File: config.mk
export PLATFORM = sky130hd
export DESIGN_NAME = mts_front
export DESIGN_NICKNAME = d
export VERILOG_FILES = /design/src/hw/rtl/mts_pkg.sv /design/src/hw/rtl/mts_front.sv
export SDC_FILE = /design/constraint.sdc
export NUM_CORES = 1
export LEC_CHECK = 0
export BUFFER_PORTS_ARGS = -buffer_cell sky130_fd_sc_hd__buf_2
export CORE_AREA = 2 2 96 98
export DETAILED_ROUTE_END_ITERATION = 10
export DIE_AREA = 0 0 98 100
export SLEW_MARGIN = 0
export SYNTH_ARGS = -nofsm -noshare
export SYNTH_HDL_FRONTEND = slang
export SYNTH_SLANG_ARGS = --single-unit
export TNS_END_PERCENT = 5
File: constraint.sdc
create_clock -name aclk -period 2.85 [get_ports aclk]
set_input_delay 0.57 -clock aclk [delete_from_list [all_inputs] [get_ports aclk]]
set_output_delay 0.57 -clock aclk [all_outputs]
set_load 0.01 [all_outputs]
File: src/hw/rtl/mts_pkg.sv
// Shared constants and types for the min-tracking stack.
package mts_pkg;

    // Defaults for the top-level parameters
    localparam int DEF_STACK_DEPTH = 1024;
    localparam int DEF_VALUE_BITS  = 32;

    // Fixed port widths
    localparam int CMD_BITS    = 2;
    localparam int RESULT_BITS = 32;
    localparam int STATUS_BITS = 2;
    localparam int DEPTH_BITS  = 11;

    // Command codes
    localparam logic [CMD_BITS-1:0] CMD_PUSH = 2'd0;
    localparam logic [CMD_BITS-1:0] CMD_POP  = 2'd1;
    localparam logic [CMD_BITS-1:0] CMD_MIN  = 2'd2;
    localparam logic [CMD_BITS-1:0] CMD_NOP  = 2'd3;

    // Status codes
    localparam logic [STATUS_BITS-1:0] STATUS_OK    = 2'd0;
    localparam logic [STATUS_BITS-1:0] STATUS_EMPTY = 2'd1;
    localparam logic [STATUS_BITS-1:0] STATUS_FULL  = 2'd2;
    localparam logic [STATUS_BITS-1:0] STATUS_RSVD  = 2'd3;

    // Decoded operation handed from front to back; all clear means no-op
    typedef struct packed {
        logic push;
        logic pop;
        logic min;
    } mts_op_t;

endpackage

File: src/hw/rtl/mts_front.sv
// Front end: accepts command words, decodes them and queues them for the back end.
module mts_front #(
    parameter int VALUE_BITS = mts_pkg::DEF_VALUE_BITS
) (
    input  logic                             aclk,
    input  logic                             aresetn,
    input  logic                             s_valid,
    output logic                             s_ready,
    input  logic [mts_pkg::CMD_BITS-1:0]     s_cmd,
    input  logic signed [mts_pkg::RESULT_BITS-1:0] s_push_value,
    output logic                             q_valid,
    input  logic                             q_pop,
    output mts_pkg::mts_op_t                 q_op,
    output logic [VALUE_BITS-1:0]            q_value
);

    localparam int QUEUE_DEPTH = 2;
    localparam int WIDE_BITS   = mts_pkg::RESULT_BITS + VALUE_BITS;

    mts_pkg::mts_op_t          op_reg [QUEUE_DEPTH];
    logic [VALUE_BITS-1:0]     val_reg [QUEUE_DEPTH];
    logic                      wr_ptr_reg, wr_ptr_next;
    logic                      rd_ptr_reg, rd_ptr_next;
    logic [1:0]                count_reg, count_next;

    mts_pkg::mts_op_t          dec_op;
    logic [WIDE_BITS-1:0]      val_wide;
    logic                      push_en;
    logic                      pop_en;

    // Decode the command word
    always_comb begin
        dec_op = '0;
        case (s_cmd)
            mts_pkg::CMD_PUSH: dec_op.push = 1'b1;
            mts_pkg::CMD_POP:  dec_op.pop  = 1'b1;
            mts_pkg::CMD_MIN:  dec_op.min  = 1'b1;
            default:           dec_op      = '0;
        endcase
    end

    // Take the value as VALUE_BITS bits, zero-filled when wider than the port
    assign val_wide = {{VALUE_BITS{1'b0}}, s_push_value};

    assign s_ready = (count_reg != 2'(QUEUE_DEPTH));
    assign push_en = s_valid && s_ready;
    assign pop_en  = q_pop && (count_reg != 2'd0);

    assign q_valid = (count_reg != 2'd0);
    assign q_op    = op_reg[rd_ptr_reg];
    assign q_value = val_reg[rd_ptr_reg];

    // Advance pointers and occupancy
    always_comb begin
        wr_ptr_next = wr_ptr_reg ^ push_en;
        rd_ptr_next = rd_ptr_reg ^ pop_en;
        count_next  = count_reg + 2'(push_en) - 2'(pop_en);
    end

    always_ff @(posedge aclk) begin
        if (!aresetn) begin
            wr_ptr_reg <= 1'b0;
            rd_ptr_reg <= 1'b0;
            count_reg  <= 2'd0;
        end else begin
            wr_ptr_reg <= wr_ptr_next;
            rd_ptr_reg <= rd_ptr_next;
            count_reg  <= count_next;
        end
    end

    // Hold queued words
    always_ff @(posedge aclk) begin
        if (push_en) begin
            op_reg[wr_ptr_reg]  <= dec_op;
            val_reg[wr_ptr_reg] <= val_wide[VALUE_BITS-1:0];
        end
    end

endmodule

==> results.py <==
metrics = {
    "min_path": {
        "worstHoldStart": "s_push_value[19]",
        "min_path_type": "in -> reg",
    },
    "layout": {
        "antennaDiodeCount": 0,
        "seqCellArea_um2": 2200,
        "multiInputGateArea_um2": 574,
        "drive_gt1_share_pct": 56.7,
        "area_delta_synth_final_pct": 24.6,
        "design_area_um2": 3510,
        "nFillCells": 841,
        "final_nets": 267,
        "largest_reg_flops": 64,
    },
    "timing": {
        "hold_violations": 0,
        "setup_ws_ns": 0.611,
        "fmax_mhz": 447,
        "finalMaxSlewViolations": 0,
        "setup_viol": 0,
        "tns_ns": 0,
        "rsz0062_at_grt": "false",
        "relSlewSlack_pct": 68.1,
        "worst_pin_slew_ns": 0.478,
        "fin_skew_ns": 0.00792,
        "fin_crit_ns": 2.24,
        "fin_crit_sh_pct": 78.6,
    },
    "critical_path": {
        "critPathKind": "reg -> out",
        "cpPeakStageDelay_ns": 0.56,
        "timing.rr.start": "count_reg[0]$_SDFF_PN0_",
        "cp-end-kind": "output port",
        "cp_max_fo": 16,
        "crit_path_start_kind": "flip-flop",
        "path_cells": "buf_4, mux2_2, buf_2",
        "critical-path-top-delay-family": "flip-flops",
        "arrival_ns": 1.67,
        "required_ns": 2.28,
        "crit_buf_inv": 2,
        "slowest_stage": "dfxtp_2",
    },
    "synth": {
        "synth_seq_area_share_pct": 78.2,
        "synth_top_area_share_pct": 74.7,
        "async_reset_ff_share_pct": 0,
        "synth_flop_cell": "edfxtp_1",
        "synth.area.top_cells": "edfxtp_1 (75%), mux2_2 (14%), dfxtp_1 (3.6%)",
        "synthesis.area_um2": 2820,
        "ys_ff_latch": 75,
        "synth_cells": 141,
        "synthesis.nets": 181,
        "synth_warnings": 0,
        "ys_types": 22,
        "synth_edf_count": 70,
        "yosysTopAreaCell": "edfxtp_1",
        "yosysMostFrequentCell": "edfxtp_1",
        "syn_avg_cell_area_um2": 20.0,
        "synth_common_cells": "edfxtp_1 (70), mux2_2 (35), dfxtp_1 (5)",
    },
    "cts": {
        "cts_htree_levels": 3,
        "cts_buffers": 9,
        "cts_setup_buffers": 0,
        "clkSinkCount": 75,
        "cts_resized": 0,
        "insertion_delay_ns": 0.34,
        "clk_path_buf_depth": 2,
        "cts_tree": "done",
        "path_clk_slew_ns": 0.08,
        "hold_buffers": 0,
        "root_buffer": "clkbuf_8",
    },
    "die": {
        "floorplan.die.width_um": 98,
        "die_h_um": 100,
        "dieArea_um2": 9800,
        "io_pins": 75,
        "start_util_pct": 31.7,
        "rows": 35,
        "core-area_um2": 8890,
    },
    "drt": {
        "drtIter0Drc": 26,
        "vias_per_cell": 4.26,
        "finalWirelength_um": 4520,
        "vias": 1456,
        "route.detailed.wl_per_inst_um": 13.2,
        "remaining_drc_errors": 0,
        "ant_nets": 0,
        "dr.pass1.iters": 4,
    },
    "global_routing": {
        "grt.total_usage_pct": 9.69,
        "grt_pass1_wl_um": 7200,
        "grt_pass1_vias": 1499,
        "grt_start_max_net_pins": 36,
        "grt_antenna_before_repair": 0,
        "gr-total-overflow": 0,
    },
    "job": {
        "max_cap_viol_count": 0,
    },
    "pwr": {
        "powerDensity_nw_per_um2": 790,
        "p_leak_nw": 1.32,
        "finalPower_mw": 2.77,
        "ir_drop_v": 0.000289,
    },
    "status": {
        "outcome": "complete, no violations",
    },
    "place": {
        "pre_cts_ws_ns": 0.935,
        "gp_congestion": 0.673,
        "io_buffers": 74,
        "hpwlAfterDp_um": 3040,
        "place_area_um2": 3330,
    },
}
==> report_power, final <==
group | leakage (nW) | internal, mW | switching [mW] | total [mW]
Combinational | 0.529 | 0.305 | 0.289 | 0.594
Sequential | 0.698 | 1.36 | 0.0637 | 1.43
Clock | 0.0943 | 0.393 | 0.357 | 0.751
Total | 1.32 | 2.06 | 0.710 | 2.77
==> worst reg2reg max path: stages (launching register included) <==
cell,delay (ns)
dfxtp_1,0.44
nand2b_1,0.17
and2_1,0.14
ha_2,0.15
buf_4,0.39
==> routing by layer <==
metal / vias to the layer above / part of all wire (%) / GRT usage (%)
li1: 711 / - / -
met1: 693 / 43 / 11.3
met2: 45 / 48 / 15.4
met3: 7 / 7.4 / 4.60
met4: 0 / 1.8 / 4.17
met5: - / 0 / 0
==> path summary, 6_finish.rpt <==
| path | end | slack, ns | cells past startpoint |
|---|---|---|---|
| worst max-delay path | q_value[4] | 0.61 | 3 |
| worst min-delay path | val_reg[1][19]$_DFFE_PP_ | 0.42 | 1 |
| worst max register to register | val_reg[0][15]$_DFFE_PP_ | 1.18 | 4 |
| worst min register to register | flip-flop | 0.58 | 2 |
==> kinds of logic (layout without fill, tap and decap cells) <==
logic type	Yosys count	after routing	synth area share, %
AOI/OAI and AO/OA	5	5	1.29
xor gates and xnor gates	1	1	0.311
adders and majority gates	2	2	0.889
buffers and inverters	5	95	1.51
DFF	75	75	78.2
muxes	36	36	14.4
and+or+nand+nor	17	17	3.42
==> stage by stage <==
step	std cells	hold WS, ns	utilization (%)
4_1_cts	342	0.394	39.5
3_3_place_gp	327	0.562	37.4
2_1_floorplan	141	0.526	-
5_1_grt	342	0.388	39.5
6_report	342	0.417	39.5
3_5_place_dp	327	0.571	37.4
==> placed cells by master (no fill, tap or decap) <==
cell,Yosys,routed
a211oi_1,1,1
a21bo_1,1,1
a32oi_1,1,1
and2_1,4,4
and3_2,0,1
buf_2,1,74
buf_4,0,5
bufinv_16,0,1
clkbuf_8,0,9
clkinv_1,0,2
clkinv_2,0,2
dfxtp_1,5,4
dfxtp_2,0,1
edfxtp_1,70,70
ha_1,2,1
ha_2,0,1
inv_1,1,1
inv_6,0,1
mux2_2,35,35
mux2i_1,1,1
nand2_1,1,1
nand2b_1,1,1
nand3_1,1,1
nor2_1,3,3
nor2b_1,4,4
o21ai_0,2,2
or2_2,1,1
or2b_1,1,1
xnor2_1,1,1
==> cell type report <==
cell class                 instances  area share, %
inverter                           1          0.107
multi-input combinational         61           16.4
tap                              111           3.96
sequential                        75           62.8
clock inverter                     6           1.60
timing repair buffer              79           11.6
clock buffer                       9           3.53
(Power assumes the default switching activity.)
